==> config.mk <==
export PLATFORM = sky130hd
export DESIGN_NAME = region_first_match_scan_unit
export DESIGN_NICKNAME = d
export VERILOG_FILES = /design/src/design/rfms_pkg.sv /design/src/design/rfms_datapath.sv /design/src/design/rfms_ctrl.sv /design/src/design/region_first_match_scan_unit.sv
export SDC_FILE = /design/constraint.sdc
export NUM_CORES = 2
export LEC_CHECK = 0
export BUFFER_PORTS_ARGS = -buffer_cell sky130_fd_sc_hd__clkbuf_2
export CAP_MARGIN = 10
export CORE_MARGIN = 2
export CORE_UTILIZATION = 45
export DETAILED_ROUTE_END_ITERATION = 10
export PLACE_DENSITY = 0.68
export REMOVE_ABC_BUFFERS = 1
export SLEW_MARGIN = 0
export SYNTH_ARGS = -nofsm -noshare
export SYNTH_HDL_FRONTEND = slang
export SYNTH_SLANG_ARGS = --single-unit
export TNS_END_PERCENT = 10
==> constraint.sdc <==
create_clock -name i_clk -period 20.4 [get_ports i_clk]
set_clock_uncertainty 0.2 [all_clocks]
set_input_delay 5.1 -clock i_clk [delete_from_list [all_inputs] [get_ports i_clk]]
set_output_delay 5.1 -clock i_clk [all_outputs]
set_load 0.005 [all_outputs]
==> src/design/rfms_pkg.sv <==
package rfms_pkg;

    // Field widths
    localparam int COORD_W   = 32;
    localparam int SIZE_W    = 31;
    localparam int UNIT_W    = 12;
    localparam int CFG_IDX_W = 1;

    // Entries with a unit id at or above this bound are skipped
    localparam int MAX_UNITS = 4096;

    // Root of a 62-bit radicand, one result bit per step
    localparam int SQRT_STEPS = 31;
    localparam int SQRT_CNT_W = $clog2(SQRT_STEPS);

    // Register indexes on the configuration port
    localparam logic [CFG_IDX_W-1:0] CFG_IDX_SHAPE = 1'b0;
    localparam logic [CFG_IDX_W-1:0] CFG_IDX_SIZE  = 1'b1;

    // Reset value of the region size (1.0 in Q16.16)
    localparam logic [SIZE_W-1:0] SIZE_RESET = 31'd65536;

    typedef enum logic [1:0] {
        SHAPE_CIRCLE = 2'd0,
        SHAPE_SQUARE = 2'd1,
        SHAPE_HEART  = 2'd2,
        SHAPE_NONE   = 2'd3
    } t_shape;

    // Operand pair and destination of the shared multiplier
    typedef enum logic [2:0] {
        MUL_XX,
        MUL_YY,
        MUL_SS,
        MUL_XS,
        MUL_DL,
        MUL_DH
    } t_mul_sel;

    // Controller to datapath
    typedef struct packed {
        logic     load;
        logic     mul_en;
        t_mul_sel mul_sel;
        logic     sqrt_step;
        logic     diff_en;
        logic     sum_en;
        logic     cmp_en;
        logic     out_load;
    } t_cmd;

    // Datapath to controller
    typedef struct packed {
        t_shape shape;
        logic   last;
    } t_stat;

endpackage

==> src/design/rfms_datapath.sv <==
module rfms_datapath #(
    parameter int MAX_UNITS = rfms_pkg::MAX_UNITS
) (
    input  logic                            i_clk,
    input  logic                            i_rst_n,
    input  rfms_pkg::t_cmd                  i_cmd,
    output rfms_pkg::t_stat                 o_stat,
    input  logic                            i_dangling_valid,
    input  logic [rfms_pkg::COORD_W-1:0]    i_point_x,
    input  logic [rfms_pkg::COORD_W-1:0]    i_point_y,
    input  logic [rfms_pkg::UNIT_W-1:0]     i_entry_unit,
    input  logic                            i_last_entry,
    input  logic                            i_cfg_we,
    input  logic [rfms_pkg::CFG_IDX_W-1:0]  i_cfg_index,
    input  logic [rfms_pkg::SIZE_W-1:0]     i_cfg_data,
    output logic                            o_found,
    output logic [rfms_pkg::UNIT_W-1:0]     o_chosen_unit
);
    import rfms_pkg::*;

    // Configuration
    t_shape              r_shape;
    logic [SIZE_W-1:0]   r_size;

    // Captured entry
    logic                r_dvalid;
    logic [COORD_W-1:0]  r_x;
    logic [COORD_W-1:0]  r_y;
    logic [UNIT_W-1:0]   r_unit_in;
    logic                r_last;

    // Products and intermediate terms
    logic [63:0]         r_pxx;
    logic [63:0]         r_pyy;
    logic [63:0]         r_pss;
    logic [61:0]         r_rad;
    logic [32:0]         r_rem;
    logic [30:0]         r_root;
    logic [31:0]         r_dl;
    logic [2:0]          r_dh;
    logic [63:0]         r_rest;
    logic [63:0]         r_pdl;
    logic [34:0]         r_pdh;
    logic [70:0]         r_lhs;

    // Match state of the current list
    logic                r_seen;
    logic [UNIT_W-1:0]   r_unit;

    logic [31:0]         w_ax;
    logic [31:0]         w_ay;
    logic [31:0]         w_mul_a;
    logic [31:0]         w_mul_b;
    logic [63:0]         w_prod;
    logic [34:0]         w_rem_sh;
    logic [34:0]         w_trial;
    logic [34:0]         w_rem_sub;
    logic [35:0]         w_y_ext;
    logic [35:0]         w_dd;
    logic [35:0]         w_d;
    logic [5:0]          w_dhsq;
    logic [64:0]         w_sum_xy;
    logic [70:0]         w_rhs;
    logic                w_ax_in;
    logic                w_ay_in;
    logic                w_hit;
    logic                w_take;
    logic                n_seen;
    logic [UNIT_W-1:0]   n_unit;

    assign o_stat.shape = r_shape;
    assign o_stat.last  = r_last;

    // Magnitudes; the most negative code maps to 2^31, which fits in 32 bits
    assign w_ax = r_x[COORD_W-1] ? (32'd0 - r_x) : r_x;
    assign w_ay = r_y[COORD_W-1] ? (32'd0 - r_y) : r_y;

    // Shared 32x32 unsigned multiplier
    always_comb begin
        unique case (i_cmd.mul_sel)
            MUL_XX: begin
                w_mul_a = w_ax;
                w_mul_b = w_ax;
            end
            MUL_YY: begin
                w_mul_a = w_ay;
                w_mul_b = w_ay;
            end
            MUL_SS: begin
                w_mul_a = {1'b0, r_size};
                w_mul_b = {1'b0, r_size};
            end
            MUL_XS: begin
                w_mul_a = w_ax;
                w_mul_b = {1'b0, r_size};
            end
            MUL_DL: begin
                w_mul_a = r_dl;
                w_mul_b = r_dl;
            end
            MUL_DH: begin
                w_mul_a = r_dl;
                w_mul_b = {29'd0, r_dh};
            end
            default: begin
                w_mul_a = '0;
                w_mul_b = '0;
            end
        endcase
    end
    assign w_prod = w_mul_a * w_mul_b;

    // One step of the digit-by-digit square root
    assign w_rem_sh  = {r_rem, r_rad[61:60]};
    assign w_trial   = {2'b00, r_root, 2'b01};
    assign w_rem_sub = w_rem_sh - w_trial;

    // D = 5*Y - 4*R, then |D| split into low 32 bits and high 3 bits
    assign w_y_ext = {{4{r_y[COORD_W-1]}}, r_y};
    assign w_dd    = (w_y_ext << 2) + w_y_ext - {3'b000, r_root, 2'b00};
    assign w_d     = w_dd[35] ? (36'd0 - w_dd) : w_dd;
    assign w_dhsq  = {3'b000, r_dh} * {3'b000, r_dh};

    // Region tests
    assign w_ax_in  = w_ax < {1'b0, r_size};
    assign w_ay_in  = w_ay < {1'b0, r_size};
    assign w_sum_xy = {1'b0, r_pxx} + {1'b0, r_pyy};
    assign w_rhs    = {3'b000, r_rest, 4'b0000};

    always_comb begin
        unique case (r_shape)
            SHAPE_CIRCLE: w_hit = w_sum_xy < {1'b0, r_pss};
            SHAPE_SQUARE: w_hit = w_ax_in && w_ay_in;
            SHAPE_HEART:  w_hit = w_ax_in && (r_lhs < w_rhs);
            SHAPE_NONE:   w_hit = 1'b0;
            default:      w_hit = 1'b0;
        endcase
    end

    // First match wins; later entries of the list are ignored
    assign w_take = !r_seen && r_dvalid && (32'(r_unit_in) < 32'(MAX_UNITS)) && w_hit;
    assign n_seen = r_seen | w_take;
    assign n_unit = w_take ? r_unit_in : r_unit;

    // Configuration registers and match state
    always_ff @(posedge i_clk) begin
        if (!i_rst_n) begin
            r_shape <= SHAPE_CIRCLE;
            r_size  <= SIZE_RESET;
            r_seen  <= 1'b0;
            r_unit  <= '0;
        end else begin
            if (i_cfg_we) begin
                unique case (i_cfg_index)
                    CFG_IDX_SHAPE: r_shape <= t_shape'(i_cfg_data[1:0]);
                    CFG_IDX_SIZE:  r_size  <= i_cfg_data;
                    default: ;
                endcase
            end
            if (i_cmd.cmp_en) begin
                if (i_cmd.out_load) begin
                    r_seen <= 1'b0;
                    r_unit <= '0;
                end else begin
                    r_seen <= n_seen;
                    r_unit <= n_unit;
                end
            end
        end
    end

    // Payload registers
    always_ff @(posedge i_clk) begin
        if (i_cmd.load) begin
            r_dvalid  <= i_dangling_valid;
            r_x       <= i_point_x;
            r_y       <= i_point_y;
            r_unit_in <= i_entry_unit;
            r_last    <= i_last_entry;
        end
        if (i_cmd.mul_en) begin
            unique case (i_cmd.mul_sel)
                MUL_XX: r_pxx <= w_prod;
                MUL_YY: r_pyy <= w_prod;
                MUL_SS: r_pss <= w_prod;
                MUL_XS: begin
                    // when ax < s the product fits in 62 bits; otherwise the heart test fails on ax
                    r_rad  <= w_prod[61:0];
                    r_rem  <= '0;
                    r_root <= '0;
                end
                MUL_DL: r_pdl <= w_prod;
                MUL_DH: r_pdh <= w_prod[34:0];
                default: ;
            endcase
        end
        if (i_cmd.sqrt_step) begin
            r_rad <= {r_rad[59:0], 2'b00};
            if (w_rem_sh >= w_trial) begin
                r_rem  <= w_rem_sub[32:0];
                r_root <= {r_root[29:0], 1'b1};
            end else begin
                r_rem  <= w_rem_sh[32:0];
                r_root <= {r_root[29:0], 1'b0};
            end
        end
        if (i_cmd.diff_en) begin
            r_dl   <= w_d[31:0];
            r_dh   <= w_d[34:32];
            r_rest <= r_pss - r_pxx;
        end
        if (i_cmd.sum_en) begin
            r_lhs <= {7'd0, r_pdl} + {3'b000, r_pdh, 33'd0} + {1'b0, w_dhsq, 64'd0};
        end
        if (i_cmd.out_load) begin
            o_found       <= n_seen;
            o_chosen_unit <= n_unit;
        end
    end

endmodule

==> src/design/rfms_ctrl.sv <==
module rfms_ctrl (
    input  logic            i_clk,
    input  logic            i_rst_n,
    input  logic            i_in_valid,
    output logic            o_in_stall,
    output logic            o_out_valid,
    input  logic            i_out_stall,
    input  rfms_pkg::t_stat i_stat,
    output rfms_pkg::t_cmd  o_cmd
);
    import rfms_pkg::*;

    typedef enum logic [3:0] {
        S_IDLE,
        S_MUL_XX,
        S_MUL_YY,
        S_MUL_SS,
        S_MUL_XS,
        S_SQRT,
        S_DIFF,
        S_MUL_DL,
        S_MUL_DH,
        S_SUM,
        S_CMP
    } t_state;

    t_state                 r_state;
    t_state                 n_state;
    logic [SQRT_CNT_W-1:0]  r_cnt;
    logic                   r_out_valid;
    logic                   w_out_free;
    logic                   w_accept;

    assign o_in_stall  = (r_state != S_IDLE);
    assign o_out_valid = r_out_valid;
    assign w_accept    = i_in_valid && (r_state == S_IDLE);
    assign w_out_free  = !r_out_valid || !i_out_stall;

    // Command decode and next state
    always_comb begin
        o_cmd   = '0;
        n_state = r_state;
        unique case (r_state)
            S_IDLE: begin
                o_cmd.load = w_accept;
                if (w_accept) begin
                    unique case (i_stat.shape)
                        SHAPE_CIRCLE, SHAPE_HEART: n_state = S_MUL_XX;
                        default:                   n_state = S_CMP;
                    endcase
                end
            end
            S_MUL_XX: begin
                o_cmd.mul_en  = 1'b1;
                o_cmd.mul_sel = MUL_XX;
                n_state       = S_MUL_SS;
            end
            S_MUL_SS: begin
                o_cmd.mul_en  = 1'b1;
                o_cmd.mul_sel = MUL_SS;
                n_state       = (i_stat.shape == SHAPE_HEART) ? S_MUL_XS : S_MUL_YY;
            end
            S_MUL_YY: begin
                o_cmd.mul_en  = 1'b1;
                o_cmd.mul_sel = MUL_YY;
                n_state       = S_CMP;
            end
            S_MUL_XS: begin
                o_cmd.mul_en  = 1'b1;
                o_cmd.mul_sel = MUL_XS;
                n_state       = S_SQRT;
            end
            S_SQRT: begin
                o_cmd.sqrt_step = 1'b1;
                if (r_cnt == SQRT_CNT_W'(SQRT_STEPS - 1)) begin
                    n_state = S_DIFF;
                end
            end
            S_DIFF: begin
                o_cmd.diff_en = 1'b1;
                n_state       = S_MUL_DL;
            end
            S_MUL_DL: begin
                o_cmd.mul_en  = 1'b1;
                o_cmd.mul_sel = MUL_DL;
                n_state       = S_MUL_DH;
            end
            S_MUL_DH: begin
                o_cmd.mul_en  = 1'b1;
                o_cmd.mul_sel = MUL_DH;
                n_state       = S_SUM;
            end
            S_SUM: begin
                o_cmd.sum_en = 1'b1;
                n_state      = S_CMP;
            end
            S_CMP: begin
                // a closing entry waits here until the output register is free
                if (!i_stat.last || w_out_free) begin
                    o_cmd.cmp_en   = 1'b1;
                    o_cmd.out_load = i_stat.last;
                    n_state        = S_IDLE;
                end
            end
            default: n_state = S_IDLE;
        endcase
    end

    // State, step counter and output valid
    always_ff @(posedge i_clk) begin
        if (!i_rst_n) begin
            r_state     <= S_IDLE;
            r_cnt       <= '0;
            r_out_valid <= 1'b0;
        end else begin
            r_state <= n_state;
            if (r_state == S_SQRT) begin
                r_cnt <= r_cnt + 1'b1;
            end else begin
                r_cnt <= '0;
            end
            if (o_cmd.out_load) begin
                r_out_valid <= 1'b1;
            end else if (r_out_valid && !i_out_stall) begin
                r_out_valid <= 1'b0;
            end
        end
    end

endmodule

==> src/design/region_first_match_scan_unit.sv <==
// Channel  | Direction | Handshake              | Payload
// ---------+-----------+------------------------+------------------------------------------
// in       | input     | i_in_valid / o_in_stall  | dangling_valid, point_x/y, entry_unit, last
// out      | output    | o_out_valid / i_out_stall| found, chosen_unit
// cfg      | input     | i_cfg_valid / o_cfg_ready| cfg_index, cfg_data
//
// Square and none go straight to compare; heart adds a bit-serial square root;
// the shared 32x32 multiplier serializes the products.
// A result lands in an output register; the next entry is taken while it waits.
// A closing entry holds in its compare step while the output register is full.
// Reset is synchronous, active low; shape returns to circle and size to 1.0.
module region_first_match_scan_unit #(
    parameter int MAX_UNITS = rfms_pkg::MAX_UNITS
) (
    input  logic                            i_clk,
    input  logic                            i_rst_n,
    input  logic                            i_in_valid,
    output logic                            o_in_stall,
    input  logic                            i_dangling_valid,
    input  logic [rfms_pkg::COORD_W-1:0]    i_point_x,
    input  logic [rfms_pkg::COORD_W-1:0]    i_point_y,
    input  logic [rfms_pkg::UNIT_W-1:0]     i_entry_unit,
    input  logic                            i_last_entry,
    output logic                            o_out_valid,
    input  logic                            i_out_stall,
    output logic                            o_found,
    output logic [rfms_pkg::UNIT_W-1:0]     o_chosen_unit,
    input  logic                            i_cfg_valid,
    output logic                            o_cfg_ready,
    input  logic [rfms_pkg::CFG_IDX_W-1:0]  i_cfg_index,
    input  logic [rfms_pkg::SIZE_W-1:0]     i_cfg_data
);
    import rfms_pkg::*;

    t_cmd  w_cmd;
    t_stat w_stat;
    logic  w_cfg_we;

    // Register writes are taken in any cycle
    assign o_cfg_ready = 1'b1;
    assign w_cfg_we    = i_cfg_valid && o_cfg_ready;

    rfms_ctrl u_ctrl (
        .i_clk       (i_clk),
        .i_rst_n     (i_rst_n),
        .i_in_valid  (i_in_valid),
        .o_in_stall  (o_in_stall),
        .o_out_valid (o_out_valid),
        .i_out_stall (i_out_stall),
        .i_stat      (w_stat),
        .o_cmd       (w_cmd)
    );

    rfms_datapath #(
        .MAX_UNITS (MAX_UNITS)
    ) u_datapath (
        .i_clk            (i_clk),
        .i_rst_n          (i_rst_n),
        .i_cmd            (w_cmd),
        .o_stat           (w_stat),
        .i_dangling_valid (i_dangling_valid),
        .i_point_x        (i_point_x),
        .i_point_y        (i_point_y),
        .i_entry_unit     (i_entry_unit),
        .i_last_entry     (i_last_entry),
        .i_cfg_we         (w_cfg_we),
        .i_cfg_index      (i_cfg_index),
        .i_cfg_data       (i_cfg_data),
        .o_found          (o_found),
        .o_chosen_unit    (o_chosen_unit)
    );

endmodule

==> reports/qor.csv <==
stage,metric,value,unit
detailed_routing,firstDrtPassIters,9,
worst_hold_path,holdPathStages,0,
yosys,synth_area_per_cell,9.54,um^2
clocking,clock_path_buffers,3,
clocking,cts.htree.levels,3,
yosys,yosys.area.top_type,edfxtp_1,
yosys,netlist_area,77800,um^2
critical_path,crit_path_top_delay_cell,a211oi_1,
clocking,clk_latency,0.72,ns
clocking,clockRootBuffer,clkbuf_16,
critical_path,cp.arrival,13.33,ns
clocking,ctsResizeCount,0,
sta,finalCritPeriodShare,64.1,%
sta,fmax,76.5,MHz
detailed_routing,wl_per_cell,22.9,um
finish,nets,9929,
yosys,ys_types,95,
critical_path,ff2ff_path_depth,35,
clocking,cts_sinks,726,
place,port_buffers,129,
critical_path,startpoint_type,register,
clocking,postCtsHoldBufs,0,
yosys,yosysTopAreaCellShare,25.8,%
clocking,cts.clk_slew.worst_paths,0.06,ns
job,max_cap_violations,0,
clocking,cts_buffers,82,
detailed_routing,ant_nets,0,
grt,grt_pass1_vias,61600,
yosys,synth-async-reset-ratio,0,%
finish,syn2layout_area_growth,8.11,%
floorplan,ioPinCount,131,
floorplan,initial_core_util,45.3,%
clocking,postCtsSetupRepairBufs,0,
finish,drive_gt1_share,6.10,%
grt,antenna_found_initial,6,
detailed_routing,viasPerCell,5.70,
clocking,cts_tree,yes,
yosys,synthTopCellsByArea,"edfxtp_1 (26%), fa_1 (23%), ha_1 (11%)",
grt,globalRouteOverflowTotal,0,
place,place_hpwl,190000,um
yosys,netlist_instances,8155,
finish,multi_input_area,50600,um^2
critical_path,crit_required,20.66,ns
sta,rsz0062_at_grt,false,
floorplan,die_y,420,um
finish,final_core_util,49.0,%
yosys,synth-edff-count,668,
critical_path,cp_max_fo,41,
sta,slew_violations,0,
sta,relSlewSlack,17.9,%
finish,seq_area,21200,um^2
place,finalWeightedCongestion,0.985,
floorplan,die_w,420,um
worst_hold_path,min_path_type,register to register,
sta,hold_violations,0,
sta,setup_viol,0,
critical_path,critPathMaxStageDelay,0.88,ns
finish,n_fill_cell,15800,
critical_path,crit_path_frequent_cell,fa_1,
detailed_routing,drc,0,
detailed_routing,dr_total_vias,60300,
critical_path,cp-end-kind,register,
yosys,yosys_most_used_dff,edfxtp_1,
yosys,seq_area_frac_synth,27.3,%
floorplan,die-area,176000,um^2
detailed_routing,wl,242000,um
detailed_routing,first_iter_violations,5623,
floorplan,core_area,172000,um^2
critical_path,critPathKind,register to register,
sta,tightestPinTransition,1.22,ns
grt,grt.total_usage,27.7,%
yosys,synth-seq-cells,726,
outcome,run_status,finished clean,
yosys,yosys_warnings,0,
floorplan,rows,152,
sta,min_period,13.08,ns
grt,grt_max_degree,97,
sta,setup_tns,0,ns
grt,grt_pass1_wl,369000,um
worst max-delay path: cells and delay by family, from the launching register on:
family / cells / cell delay (ns)
xor+xnor: 1 / 0.27
compound gates: 9 / 3.03
fa+ha+maj: 9 / 4.50
buf+inv: 7 / 1.38
simple gates: 9 / 2.73
flops: 1 / 0.63
registers in the layout, indices dropped and copies added (netlist names), 31 cells and up:
signal,flops
u_datapath.r_pss,64
u_datapath.r_rest,64
u_datapath.r_root,31
u_datapath.r_y,32
u_datapath.r_pxx,64
u_datapath.r_dl,32
u_datapath.r_lhs,67
u_datapath.r_size,31
u_datapath.r_pyy,64
u_datapath.r_rad,62
u_datapath.r_x,32
u_datapath.r_pdl,60
u_datapath.r_pdh,35
u_datapath.r_rem,33
final timing paths:
check	startpoint	end	slack (ns)
min reg2reg	u_datapath.r_pdl[26]$_DFFE_PP_	u_datapath.r_lhs[26]$_DFFE_PP_	0.22
min	u_datapath.r_pdl[26]$_DFFE_PP_	u_datapath.r_lhs[26]$_DFFE_PP_	0.22
max	u_ctrl.r_state[2]$_SDFFE_PN0P_	u_datapath.r_rad[41]$_DFFE_PP_	7.32
max reg2reg	u_ctrl.r_state[2]$_SDFFE_PN0P_	u_datapath.r_rad[41]$_DFFE_PP_	7.32
per-layer routing:
metal  GRT usage (%)  routed length (um)
met5           0.389                 120
met4            13.5               13400
met3            6.35               23000
met2            43.9              109000
met1            35.7               96700
synth_stat cells (all sizes together), types with 13 or more instances:
cell type and count:
o21bai 49, nor4 13, o21a 48, edfxtp 668
nor3 74, o2bb2ai 13, fa 901, o31a 15
inv 1335, nand4 80, buf 30, or2 16
o21ai 282, nor2 873, or4 16, nand3 81
nor2b 55, nand2b 98, a221oi 15, nand2 771
a31oi 37, a211o 21, o41ai 18, o211ai 20
xnor2 259, and3 50, or3 33, a211oi 38
dfxtp 58, xor2 125, ha 714, a22oi 45
a21oi 444, a21boi 16, a21o 253, o31ai 33
a22o 74, clkbuf 280, and2 63
kinds of logic after synthesis:
family,Yosys count,synth area share [%]
DFF,726,27.3
and+or+nand+nor,2257,12.8
other,1,0.00482
xor gates and xnor gates,384,4.32
muxes,18,0.275
AOI/OAI and AO/OA,1508,12.7
adders and majority gates,1615,34.7
buffers and inverters,1646,8.00
placed cells by master, fill, tap and decap left out, types with 14 or more instances in the layout:
cell,instances
nor2_1,856
o21bai_1,49
a22o_1,74
o31a_1,15
o211ai_1,19
dfxtp_1,58
a22oi_1,45
nor2b_1,55
clkinv_2,14
a211o_1,21
nand4_1,80
nand2_1,770
nor3_1,60
o41ai_1,15
or4_1,14
a211oi_1,36
xnor2_1,256
clkinv_1,15
nand2b_1,97
ha_1,714
o21ai_0,275
and3_1,49
edfxtp_1,668
or3_1,32
o31ai_1,31
a221oi_1,14
xor2_1,125
fa_1,901
a31oi_1,37
or2_2,14
inv_1,1334
clkbuf_2,129
clkbuf_16,83
buf_4,140
a21oi_1,442
a21o_1,253
nand3_1,80
and2_1,61
o21a_1,48
cell type report:
type | count | share of cell area, %
clock inverter | 59 | 0.622
multi-input combinational | 5783 | 60.2
tap | 2310 | 3.44
inverter | 1336 | 5.96
clock buffer | 94 | 2.55
timing repair buffer | 270 | 2.04
antenna | 2 | 0.00595
sequential | 726 | 25.2
per-stage QoR:
stage / setup WS (ns) / instances / cell area [um^2] / hold WS (ns)
6_report: 7.32 / 10600 / 84100 / 0.217
3_3_place_gp: 7.53 / 10400 / 81400 / 0.202
5_1_grt: 6.82 / 10600 / 84100 / 0.222
3_5_place_dp: 7.49 / 10400 / 81400 / 0.205
4_1_cts: 7.48 / 10600 / 84100 / 0.218
2_1_floorplan: 2.53 / 7845 / 76600 / 0.200
Power is left out: the tool's default activity adds up to more than one toggle a clock period on the data nets, which glitch-free logic cannot reach.
